### src/hw/rtl/bscmr_pkg.sv
`default_nettype none
// ----------------------------------------------------------------------------
// bscmr_pkg
// Shared types, codes and the character class test for the byte stream
// class match and replace block.
// ----------------------------------------------------------------------------
package bscmr_pkg;

	// Commands on the input channel.
	localparam logic [1:0] CMD_DATA = 2'd0;
	localparam logic [1:0] CMD_END  = 2'd1;
	localparam logic [1:0] CMD_PAT  = 2'd2;
	localparam logic [1:0] CMD_REP  = 2'd3;

	// Result kinds.
	localparam logic [1:0] KIND_BYTE   = 2'd0;
	localparam logic [1:0] KIND_MATCH  = 2'd1;
	localparam logic [1:0] KIND_END    = 2'd2;
	localparam logic [1:0] KIND_ERROR  = 2'd3;

	// Configuration register indexes.
	localparam logic [2:0] CFG_PATTERN_LENGTH   = 3'd0;
	localparam logic [2:0] CFG_REPLACE_LENGTH   = 3'd1;
	localparam logic [2:0] CFG_REPLACE_ENABLE   = 3'd2;
	localparam logic [2:0] CFG_CASE_INSENSITIVE = 3'd3;
	localparam logic [2:0] CFG_REGION_FIRST     = 3'd4;
	localparam logic [2:0] CFG_REGION_LENGTH    = 3'd5;

	// Class selectors, taken from the upper four bits of a class code.
	localparam logic [3:0] CLS_LITERAL = 4'd0;
	localparam logic [3:0] CLS_ALNUM   = 4'd1;
	localparam logic [3:0] CLS_ALPHA   = 4'd2;
	localparam logic [3:0] CLS_BLANK   = 4'd3;
	localparam logic [3:0] CLS_CNTRL   = 4'd4;
	localparam logic [3:0] CLS_DIGIT   = 4'd5;
	localparam logic [3:0] CLS_GRAPH   = 4'd6;
	localparam logic [3:0] CLS_PRINT   = 4'd7;
	localparam logic [3:0] CLS_LOWER   = 4'd8;
	localparam logic [3:0] CLS_UPPER   = 4'd9;
	localparam logic [3:0] CLS_LETTER  = 4'd10;
	localparam logic [3:0] CLS_PUNCT   = 4'd11;
	localparam logic [3:0] CLS_SPACE   = 4'd12;
	localparam logic [3:0] CLS_XDIGIT  = 4'd13;
	localparam logic [3:0] CLS_ANY     = 4'd14;

	// Control broadcast from the sequencer to every cell of the chain.
	typedef struct packed {
		logic       shift;
		logic [7:0] wbyte;
		logic [7:0] pbyte;
		logic [4:0] pcode;
		logic       case_ins;
	} cell_ctrl_t;

	function automatic logic class_hit(logic [4:0] code, logic [7:0] lit,
		logic [7:0] c, logic ci);
		logic up, lo, dg, an, gr, r, valid;
		logic [7:0] lit_lo, lit_up;
		up = (c >= 8'h41) && (c <= 8'h5A);
		lo = (c >= 8'h61) && (c <= 8'h7A);
		dg = (c >= 8'h30) && (c <= 8'h39);
		an = up || lo || dg;
		gr = (c >= 8'd33) && (c <= 8'd126);
		lit_lo = ((lit >= 8'h41) && (lit <= 8'h5A)) ? lit + 8'd32 : lit;
		lit_up = ((lit >= 8'h61) && (lit <= 8'h7A)) ? lit - 8'd32 : lit;
		valid = 1'b1;
		unique case (code[4:1])
			CLS_LITERAL: r = ci ? ((c == lit_lo) || (c == lit_up)) : (c == lit);
			CLS_ALNUM:   r = an;
			CLS_ALPHA:   r = up || lo;
			CLS_BLANK:   r = (c == 8'h20) || (c == 8'h09);
			CLS_CNTRL:   r = (c < 8'd32) || (c == 8'd127);
			CLS_DIGIT:   r = dg;
			CLS_GRAPH:   r = gr;
			CLS_PRINT:   r = (c >= 8'd32) && (c <= 8'd126);
			CLS_LOWER:   r = lo;
			CLS_UPPER:   r = up;
			CLS_LETTER:  r = lo || up;
			CLS_PUNCT:   r = gr && !an;
			CLS_SPACE:   r = (c == 8'h20) || ((c >= 8'd9) && (c <= 8'd13));
			CLS_XDIGIT:  r = dg || ((c >= 8'h61) && (c <= 8'h66))
				|| ((c >= 8'h41) && (c <= 8'h46));
			CLS_ANY:     r = 1'b1;
			default: begin
				r = 1'b0;
				valid = 1'b0;
			end
		endcase
		return valid ? (r ^ code[0]) : 1'b0;
	endfunction

endpackage
`default_nettype wire

### src/hw/rtl/bscmr_cell.sv
`default_nettype none
// ----------------------------------------------------------------------------
// bscmr_cell
// One position of the match chain: a window byte, a pattern entry and the
// class test between them. The window byte moves toward cell zero on shift.
// ----------------------------------------------------------------------------
module bscmr_cell (
	input  wire logic                  clk,
	input  wire logic                  arst_n,
	input  wire bscmr_pkg::cell_ctrl_t ctrl,
	input  wire logic                  win_we,
	input  wire logic                  pat_we,
	input  wire logic [7:0]            shift_in,
	output logic [7:0]                 win,
	output logic                       hit
);

	logic [7:0] win_q;
	logic [7:0] pbyte_q;
	logic [4:0] pclass_q;

	always_ff @(posedge clk) begin
		if (win_we) begin
			win_q <= ctrl.wbyte;
		end else if (ctrl.shift) begin
			win_q <= shift_in;
		end
		if (pat_we) begin
			pbyte_q <= ctrl.pbyte;
		end
	end

	always_ff @(posedge clk or negedge arst_n) begin
		if (!arst_n) begin
			pclass_q <= '0;
		end else if (pat_we) begin
			pclass_q <= ctrl.pcode;
		end
	end

	assign win = win_q;
	assign hit = bscmr_pkg::class_hit(pclass_q, pbyte_q, win_q, ctrl.case_ins);

endmodule
`default_nettype wire

### src/hw/rtl/byte_stream_class_match_replace_top.sv
`default_nettype none
// ----------------------------------------------------------------------------
// byte_stream_class_match_replace_top
// Streaming pattern match and replace with character classes.
// ----------------------------------------------------------------------------
// Items arrive on the input channel (in_valid/in_stall): data bytes, end of
// stream, pattern entry loads and replacement byte loads. Results leave on
// the output channel (out_valid/out_stall), one per transfer; last marks the
// final result of an item. Configuration is written on the cfg channel,
// which is always ready; the user must write it only while the block is
// idle, and the block itself does not enforce this. The window is a chain
// of PATTERN_MAX cells; every cell compares its window byte against its
// pattern entry in parallel, and each shift moves the window by one cell.
// A load writes its entry or is refused with an error result. A data byte
// goes through S_TEST, S_REG1, S_REG2, S_PASS for a passed byte, and S_UPD;
// a match adds S_REPORT and an S_REPL result per replacement byte. End of
// stream goes through the same tests, then S_FLUSH per flushed byte and
// S_END for the status. The output register lets the next item enter while
// a result waits. When the receiver stalls, the sequencer holds until the
// output register frees. Reset empties the window, clears the pattern
// classes, position count and found flag, and restores register defaults.
// ----------------------------------------------------------------------------
module byte_stream_class_match_replace_top #(
	parameter int PATTERN_MAX   = 32,
	parameter int POSITION_BITS = 48
) (
	input  wire logic                     clk,
	input  wire logic                     arst_n,
	input  wire logic                     in_valid,
	output logic                          in_stall,
	input  wire logic [1:0]               cmd,
	input  wire logic [7:0]               data_byte,
	input  wire logic [4:0]               entry_index,
	input  wire logic [4:0]               class_code,
	output logic                          out_valid,
	input  wire logic                     out_stall,
	output logic [1:0]                    kind,
	output logic [7:0]                    out_byte,
	output logic [POSITION_BITS-1:0]      match_position,
	output logic                          any_found,
	output logic                          last,
	input  wire logic                     cfg_valid,
	output logic                          cfg_ready,
	input  wire logic [2:0]               cfg_index,
	input  wire logic [POSITION_BITS-1:0] cfg_data
);

	localparam int FW = $clog2(PATTERN_MAX + 1);
	localparam int IW = (PATTERN_MAX > 1) ? $clog2(PATTERN_MAX) : 1;
	localparam int PB = POSITION_BITS;

	typedef enum logic [3:0] {
		S_IDLE, S_ERR, S_TEST, S_REG1, S_REG2, S_REPORT, S_REPL, S_PASS,
		S_UPD, S_FLUSH, S_END
	} state_t;

	state_t state_q;

	// Configuration registers.
	logic [5:0]    plen_q, rlen_q;
	logic          rep_en_q, case_ins_q;
	logic [PB-1:0] region_first_q, region_length_q;

	// Item and sequencer registers.
	logic [1:0]    cmd_q;
	logic [7:0]    byte_q;
	logic [FW-1:0] fill_q, rcnt_q;
	logic [PB-1:0] count_q, pos_q, dist_q;
	logic          found_q, cand_q, after_first_q;

	logic [7:0] rep_q [PATTERN_MAX];

	// Output register.
	logic          ovalid_q;
	logic [1:0]    okind_q;
	logic [7:0]    obyte_q;
	logic [PB-1:0] opos_q;
	logic          oany_q, olast_q;

	logic                  accept, out_free, out_load, load_err;
	logic [FW-1:0]         eff_len, eff_rep, fill_mid;
	logic                  upd_write, all_hit;
	logic [PATTERN_MAX-1:0] hit, win_we, pat_we;
	logic [7:0]            win [PATTERN_MAX];
	bscmr_pkg::cell_ctrl_t ctrl;

	assign in_stall  = (state_q != S_IDLE);
	assign accept    = in_valid && !in_stall;
	assign out_free  = !ovalid_q || !out_stall;
	assign cfg_ready = 1'b1;

	// States that place a result into the output register when it is free.
	assign out_load = out_free && ((state_q == S_ERR) || (state_q == S_REPORT)
		|| (state_q == S_REPL) || (state_q == S_PASS) || (state_q == S_FLUSH)
		|| (state_q == S_END));

	assign load_err = (32'(entry_index) >= PATTERN_MAX)
		|| ((cmd == bscmr_pkg::CMD_PAT) && (class_code[4:1] > bscmr_pkg::CLS_ANY));

	assign eff_len = (plen_q == 6'd0) ? FW'(1)
		: ((32'(plen_q) > PATTERN_MAX) ? FW'(PATTERN_MAX) : FW'(plen_q));
	assign eff_rep = (32'(rlen_q) > PATTERN_MAX) ? FW'(PATTERN_MAX) : FW'(rlen_q);

	// Window update of a data byte: drop the oldest byte if the window is
	// full, then append the new byte if there is room.
	assign fill_mid  = (fill_q >= eff_len) ? fill_q - FW'(1) : fill_q;
	assign upd_write = (state_q == S_UPD) && (32'(fill_mid) < PATTERN_MAX);

	always_comb begin
		ctrl.shift    = ((state_q == S_UPD) && (fill_q >= eff_len))
			|| ((state_q == S_FLUSH) && out_free);
		ctrl.wbyte    = byte_q;
		ctrl.pbyte    = data_byte;
		ctrl.pcode    = class_code;
		ctrl.case_ins = case_ins_q;
	end

	always_comb begin
		all_hit = 1'b1;
		for (int i = 0; i < PATTERN_MAX; i++) begin
			win_we[i] = upd_write && (32'(fill_mid) == i);
			pat_we[i] = accept && (cmd == bscmr_pkg::CMD_PAT) && !load_err
				&& (32'(entry_index) == i);
			if ((i < 32'(eff_len)) && !hit[i]) begin
				all_hit = 1'b0;
			end
		end
	end

	for (genvar g = 0; g < PATTERN_MAX; g++) begin : g_cell
		bscmr_cell u_cell (
			.clk      (clk),
			.arst_n   (arst_n),
			.ctrl     (ctrl),
			.win_we   (win_we[g]),
			.pat_we   (pat_we[g]),
			.shift_in ((g == PATTERN_MAX - 1) ? 8'd0 : win[(g + 1) % PATTERN_MAX]),
			.win      (win[g]),
			.hit      (hit[g])
		);
	end

	always_ff @(posedge clk) begin
		if (accept && (cmd == bscmr_pkg::CMD_REP) && !load_err) begin
			rep_q[IW'(entry_index)] <= data_byte;
		end
		if (accept) begin
			cmd_q  <= cmd;
			byte_q <= data_byte;
		end
	end

	always_ff @(posedge clk or negedge arst_n) begin
		if (!arst_n) begin
			plen_q          <= 6'd1;
			rlen_q          <= 6'd0;
			rep_en_q        <= 1'b0;
			case_ins_q      <= 1'b0;
			region_first_q  <= '0;
			region_length_q <= '1;
		end else if (cfg_valid) begin
			unique case (cfg_index)
				bscmr_pkg::CFG_PATTERN_LENGTH:   plen_q <= cfg_data[5:0];
				bscmr_pkg::CFG_REPLACE_LENGTH:   rlen_q <= cfg_data[5:0];
				bscmr_pkg::CFG_REPLACE_ENABLE:   rep_en_q <= cfg_data[0];
				bscmr_pkg::CFG_CASE_INSENSITIVE: case_ins_q <= cfg_data[0];
				bscmr_pkg::CFG_REGION_FIRST:     region_first_q <= cfg_data;
				bscmr_pkg::CFG_REGION_LENGTH:    region_length_q <= cfg_data;
				default: ;
			endcase
		end
	end

	always_ff @(posedge clk or negedge arst_n) begin
		if (!arst_n) begin
			state_q       <= S_IDLE;
			fill_q        <= '0;
			rcnt_q        <= '0;
			count_q       <= '0;
			pos_q         <= '0;
			dist_q        <= '0;
			found_q       <= 1'b0;
			cand_q        <= 1'b0;
			after_first_q <= 1'b0;
			ovalid_q      <= 1'b0;
			okind_q       <= bscmr_pkg::KIND_BYTE;
			obyte_q       <= '0;
			opos_q        <= '0;
			oany_q        <= 1'b0;
			olast_q       <= 1'b0;
		end else begin
			if (out_load) begin
				ovalid_q <= 1'b1;
			end else if (!out_stall) begin
				ovalid_q <= 1'b0;
			end
			unique case (state_q)
				S_IDLE: begin
					if (accept) begin
						priority if (cmd == bscmr_pkg::CMD_PAT || cmd == bscmr_pkg::CMD_REP) begin
							if (load_err) begin
								state_q <= S_ERR;
							end
						end else begin
							state_q <= S_TEST;
						end
					end
				end
				S_ERR: begin
					if (out_free) begin
						okind_q  <= bscmr_pkg::KIND_ERROR;
						obyte_q  <= '0;
						opos_q   <= '0;
						oany_q   <= 1'b0;
						olast_q  <= 1'b1;
						state_q  <= S_IDLE;
					end
				end
				S_TEST: begin
					cand_q  <= (fill_q >= eff_len) && all_hit && (count_q >= PB'(fill_q));
					pos_q   <= count_q - PB'(fill_q);
					state_q <= S_REG1;
				end
				S_REG1: begin
					after_first_q <= (pos_q >= region_first_q);
					dist_q        <= pos_q - region_first_q;
					state_q       <= S_REG2;
				end
				S_REG2: begin
					priority if (cand_q && after_first_q
						&& (({1'b0, dist_q} + (PB + 1)'(eff_len)) <= {1'b0, region_length_q}))
					begin
						state_q <= S_REPORT;
					end else if (cmd_q == bscmr_pkg::CMD_DATA) begin
						state_q <= (rep_en_q && (fill_q >= eff_len)) ? S_PASS : S_UPD;
					end else begin
						state_q <= (rep_en_q && (fill_q != '0)) ? S_FLUSH : S_END;
					end
				end
				S_REPORT: begin
					if (out_free) begin
						okind_q  <= bscmr_pkg::KIND_MATCH;
						obyte_q  <= '0;
						opos_q   <= pos_q;
						oany_q   <= 1'b0;
						olast_q  <= (cmd_q == bscmr_pkg::CMD_DATA)
							&& !(rep_en_q && (eff_rep != '0));
						found_q  <= 1'b1;
						fill_q   <= '0;
						rcnt_q   <= '0;
						priority if (rep_en_q && (eff_rep != '0)) begin
							state_q <= S_REPL;
						end else if (cmd_q == bscmr_pkg::CMD_DATA) begin
							state_q <= S_UPD;
						end else begin
							state_q <= S_END;
						end
					end
				end
				S_REPL: begin
					if (out_free) begin
						okind_q  <= bscmr_pkg::KIND_BYTE;
						obyte_q  <= rep_q[rcnt_q[IW-1:0]];
						opos_q   <= '0;
						oany_q   <= 1'b0;
						olast_q  <= (cmd_q == bscmr_pkg::CMD_DATA)
							&& (rcnt_q == eff_rep - FW'(1));
						rcnt_q   <= rcnt_q + FW'(1);
						if (rcnt_q == eff_rep - FW'(1)) begin
							state_q <= (cmd_q == bscmr_pkg::CMD_DATA) ? S_UPD : S_END;
						end
					end
				end
				S_PASS: begin
					if (out_free) begin
						okind_q  <= bscmr_pkg::KIND_BYTE;
						obyte_q  <= win[0];
						opos_q   <= '0;
						oany_q   <= 1'b0;
						olast_q  <= 1'b1;
						state_q  <= S_UPD;
					end
				end
				S_UPD: begin
					fill_q  <= upd_write ? fill_mid + FW'(1) : fill_mid;
					count_q <= count_q + PB'(1);
					state_q <= S_IDLE;
				end
				S_FLUSH: begin
					if (out_free) begin
						okind_q  <= bscmr_pkg::KIND_BYTE;
						obyte_q  <= win[0];
						opos_q   <= '0;
						oany_q   <= 1'b0;
						olast_q  <= 1'b0;
						fill_q   <= fill_q - FW'(1);
						if (fill_q == FW'(1)) begin
							state_q <= S_END;
						end
					end
				end
				S_END: begin
					if (out_free) begin
						okind_q  <= bscmr_pkg::KIND_END;
						obyte_q  <= '0;
						opos_q   <= '0;
						oany_q   <= found_q;
						olast_q  <= 1'b1;
						fill_q   <= '0;
						count_q  <= '0;
						found_q  <= 1'b0;
						state_q  <= S_IDLE;
					end
				end
				default: state_q <= S_IDLE;
			endcase
		end
	end

	assign out_valid      = ovalid_q;
	assign kind           = okind_q;
	assign out_byte       = obyte_q;
	assign match_position = opos_q;
	assign any_found      = oany_q;
	assign last           = olast_q;

endmodule
`default_nettype wire

### config.mk
export PLATFORM = sky130hd
export DESIGN_NAME = byte_stream_class_match_replace_top
export DESIGN_NICKNAME = d
export VERILOG_FILES = /design/src/hw/rtl/bscmr_pkg.sv /design/src/hw/rtl/bscmr_cell.sv /design/src/hw/rtl/byte_stream_class_match_replace_top.sv
export SDC_FILE = /design/constraint.sdc
export NUM_CORES = 2
export LEC_CHECK = 0
export BUFFER_PORTS_ARGS = -buffer_cell sky130_fd_sc_hd__buf_2
export CAP_MARGIN = 20
export CORE_UTILIZATION = 45
export CTS_BUF_LIST = sky130_fd_sc_hd__clkbuf_4
export CTS_CLUSTER_DIAMETER = 120
export CTS_CLUSTER_SIZE = 24
export DETAILED_ROUTE_END_ITERATION = 7
export SLEW_MARGIN = 10
export SYNTH_ARGS = -nofsm -noshare
export SYNTH_HDL_FRONTEND = slang
export SYNTH_SLANG_ARGS = --single-unit
### constraint.sdc
create_clock -name clk -period 4.8 [get_ports clk]
set_input_delay 0.24 -clock clk [delete_from_list [all_inputs] [get_ports clk]]
set_output_delay 0.24 -clock clk [all_outputs]
set_load 0.02 [all_outputs]
==> flow_metrics.env <==
export IMPL_drc_errors=0
export IMPL_setup_ws_ns=-0.3301
export IMPL_drv_cap=0
export IMPL_cp_max_fo=4
export IMPL_reg2regPathDepth=29
export IMPL_cp_slowest_cell="dfrtp_1"
export IMPL_gp_congestion=0.9263
export IMPL_ys_seq_area_share_pct=46.75
export IMPL_slew_viol_final=0
export IMPL_final_common_cell="edfxtp_1"
export IMPL_num_io_pins=139
export IMPL_syn_avg_cell_area_um2=10.41
export IMPL_syn_inst=7354
export IMPL_final_cell_mix="edfxtp_1, nand2_1, nor2_1, mux2_2, dfrtp_1"
export IMPL_ir_worst_vdd_uv=216.3
export IMPL_power_leakage_nw=31.07
export IMPL_clk_transition_reported_paths_ns=0.27
export IMPL_fill_cells=15160
export IMPL_crit_type="reg -> reg"
export IMPL_grt_overflow=0
export IMPL_fp_coreArea_um2=168000
export IMPL_synth_edf_count=778
export IMPL_cts_max_path_buffers=3
export IMPL_hold_path_class="in -> reg"
export IMPL_yosysUniqueCellTypes=106
export IMPL_drt_iter0_drc=6758
export IMPL_dr_pass1_iters=6
export IMPL_min_period_ns=5.130
export IMPL_hold_depth=2
export IMPL_yosysWarnings=0
export IMPL_htreeDepth=2
export IMPL_powerDensity_nw_per_um2=385.8
export IMPL_antenna_found_initial=20
export IMPL_finClkSkew_ns=0.1494
export IMPL_crit_path_frequent_cell="buf_6"
export IMPL_nNetsFinal=7727
export IMPL_cts_sinks=1272
export IMPL_fin_crit_sh_pct=106.9
export IMPL_rsz0062_at_grt="yes"
export IMPL_grt_pass1_vias=55940
export IMPL_cts_root_buffer="clkbuf_4"
export IMPL_synthFlopType="edfxtp_1"
export IMPL_wl_mm=235.3
export IMPL_vias=59690
export IMPL_row_count=150
export IMPL_syn_area_um2=76550
export IMPL_dp_cells=9343
export IMPL_critPathMaxStageDelay_ns=0.46
export IMPL_arrival_ns=6.28
export IMPL_vias_per_cell=6.157
export IMPL_postSynth_asyncResetShare_pct=38.84
export IMPL_io_buffers=137
export IMPL_numCtsBuffers=60
export IMPL_die_height_um=414.4
export IMPL_ys_seq_elements=1272
export IMPL_grt_pass1_wl_mm=355.1
export IMPL_start_util_pct=45.57
export IMPL_wl_per_cell_um=24.27
export IMPL_hold_ws_ns=0.1163
export IMPL_worstMarginPinSlew_ns=1.196
export IMPL_max_freq_ghz=0.1949
export IMPL_violations="setup timing"
export IMPL_die_area_um2=171800
export IMPL_crit_path_end_kind="flip-flop"
export IMPL_synthesis_nets=7648
export IMPL_dp_hpwl_mm=157.6
export IMPL_critPathLaunchType="flip-flop"
export IMPL_cts_tree="done"
export IMPL_grt_max_degree=153
export IMPL_setup_violations=4
export IMPL_grt_total_usage_pct=26.65
export IMPL_final_cells=9694
export IMPL_drtAntennaViolNets=0
export IMPL_area_growth_pct=8.229
export IMPL_die_w_um=414.4
export IMPL_worstPathRequired_ns=5.95
export IMPL_drive_gt1_share_pct=14.99
export IMPL_hold_viol=0
export IMPL_slew_headroom_pct=19.24
export IMPL_status="finished, violations left"
export IMPL_clock_latency_ns=1.19
final cells by class:
cell class	instances	area (µm²)	area share, %
repair buffers	527	4335	5.233
inverters	302	1134	1.368
flip-flops and latches	1272	35790	43.20
clock inverters	9	133.9	0.1616
multi-input cells	5270	37900	45.74
diodes	6	15.01	0.01812
well taps	2204	2758	3.329
clock buffers	104	780.7	0.9424
through the flow:
stage | setup TNS, ns | util [%] | setup WS (ns) | instance area (µm²) | power [mW]
4_1_cts | -1.148 | 49.18 | -0.3186 | 82610 | 31.88
2_1_floorplan | -0.004855 | - | -0.004855 | 76590 | 22.70
6_report | -1.150 | 49.32 | -0.3301 | 82840 | 31.96
5_1_grt | -2.063 | 49.31 | -0.5640 | 82830 | 33.67
3_5_place_dp | -3.329 | 47.27 | -0.8447 | 79400 | 27.14
3_3_place_gp | -3.001 | 47.27 | -0.7596 | 79400 | 27.00
logic make-up after synthesis:
logic type                 Yosys count  synth area share [%]
DFF                               1272                 46.75
muxes                              595                 9.829
other                                1              0.004899
and+or+nand+nor                   2439                 16.65
AOI/OAI and AO/OA                 1480                 12.93
adders and majority gates          218                 3.593
buffers and inverters              812                 4.062
xor gates and xnor gates           537                 6.182
state kept, by name, indices dropped and copies added (netlist names), 2 cells and up:
name / count
byte_q: 8
cmd_q: 2
count_q: 48
dist_q: 48
fill_q: 6
g_cell.u_cell.pbyte_q: 256
g_cell.u_cell.pclass_q: 160
g_cell.u_cell.win: 256
kind: 2
match_position: 48
out_byte: 8
plen_q: 6
pos_q: 48
rcnt_q: 6
region_first_q: 48
region_length_q: 48
rep_q: 256
rlen_q: 6
state_q: 4
repair_timing:
action | CTS | global route
setup buffers | 3 | 11
hold buffers | 218 | 0
pin swaps | 21 | 22
endpoints found under the setup margin | 4 | 28
resized for setup | 17 | 29
endpoints found under the hold margin | 1473 | 0
synthesized netlist by cell type (21+ instances only):
| cell | n | area (µm²) |
|---|---|---|
| nand4_1 | 172 | 1076 |
| o2111ai_1 | 40 | 350.3 |
| inv_1 | 301 | 1130 |
| nand4b_1 | 24 | 210.2 |
| edfxtp_1 | 778 | 23360 |
| a211oi_1 | 61 | 457.9 |
| nand3b_1 | 27 | 202.7 |
| nor3b_1 | 36 | 270.3 |
| a31oi_1 | 75 | 469.2 |
| o211ai_1 | 54 | 405.4 |
| and3_1 | 42 | 262.8 |
| o22ai_1 | 54 | 337.8 |
| and4_1 | 24 | 210.2 |
| xor2_1 | 247 | 2163 |
| nor2_1 | 488 | 1832 |
| xnor2_1 | 288 | 2522 |
| buf_1 | 28 | 105.1 |
| nor4b_1 | 42 | 367.9 |
| nor4_1 | 123 | 769.5 |
| a2111oi_0 | 28 | 245.2 |
| and2_1 | 35 | 219.0 |
| nand2b_1 | 106 | 663.1 |
| a21oi_1 | 253 | 1266 |
| clkbuf_1 | 464 | 1742 |
| o31ai_1 | 45 | 337.8 |
| nor4bb_1 | 29 | 290.3 |
| mux2i_1 | 71 | 710.7 |
| ha_1 | 215 | 2690 |
| nor3_1 | 198 | 991.0 |
| mux4_2 | 81 | 1824 |
| dfrtp_1 | 445 | 11140 |
| o41ai_1 | 25 | 219.0 |
| nor2b_1 | 87 | 544.3 |
| or4_1 | 56 | 420.4 |
| a22o_1 | 58 | 508.0 |
| or2_2 | 32 | 200.2 |
| mux2_2 | 443 | 4989 |
| o21ai_0 | 409 | 2047 |
| a21o_1 | 70 | 525.5 |
| o311ai_0 | 21 | 183.9 |
| nand2_1 | 594 | 2230 |
| nand3_1 | 203 | 1016 |
| or3_1 | 60 | 375.4 |
| dfstp_2 | 49 | 1287 |
where the power goes:
part           leakage [nW]  switching, mW  internal (mW)  total (mW)
logic                  17.3           7.05           5.02        12.1
clock network         0.541           3.41           1.10        4.51
registers              13.2           2.25           13.1        15.4
total                  31.1           12.7           19.2        32.0
critical path: cells and delay by family (launching register included):
kind | cells | cell delay [ns]
AO/OA/AOI/OAI | 6 | 0.97
flip-flops | 1 | 0.46
AND/OR/NAND/NOR | 13 | 1.99
XOR/XNOR | 1 | 0.13
buffers and inverters | 6 | 0.80
adder cells (fa/ha/maj) | 3 | 0.85
routing by layer:
| layer | GRT usage (%) | part of all wire [%] | up-vias |
|---|---|---|---|
| li1 | - | - | 27470 |
| met4 | 9.476 | 4.1 | 8 |
| met2 | 41.94 | 45 | 2182 |
| met5 | 0 | 0.023 | - |
| met1 | 37.87 | 44 | 29640 |
| met3 | 3.141 | 6.8 | 390 |
worst paths after layout:
kind	slack (ns)	from	end
min in group asynchronous	0.26	arst_n	g_cell[16].u_cell.pclass_q[2]
worst max-delay path	-0.33	plen_q[2]	state_q[2]
worst min-delay path	0.12	data_byte[6]	g_cell[5].u_cell.pbyte_q[6]
max in group asynchronous	3.70	arst_n	count_q[32]
worst max register to register	-0.33	plen_q[2]	state_q[2]
worst min register to register	0.52	out_byte[0]	out_byte[0]
Power figures use the tool's default switching activity.
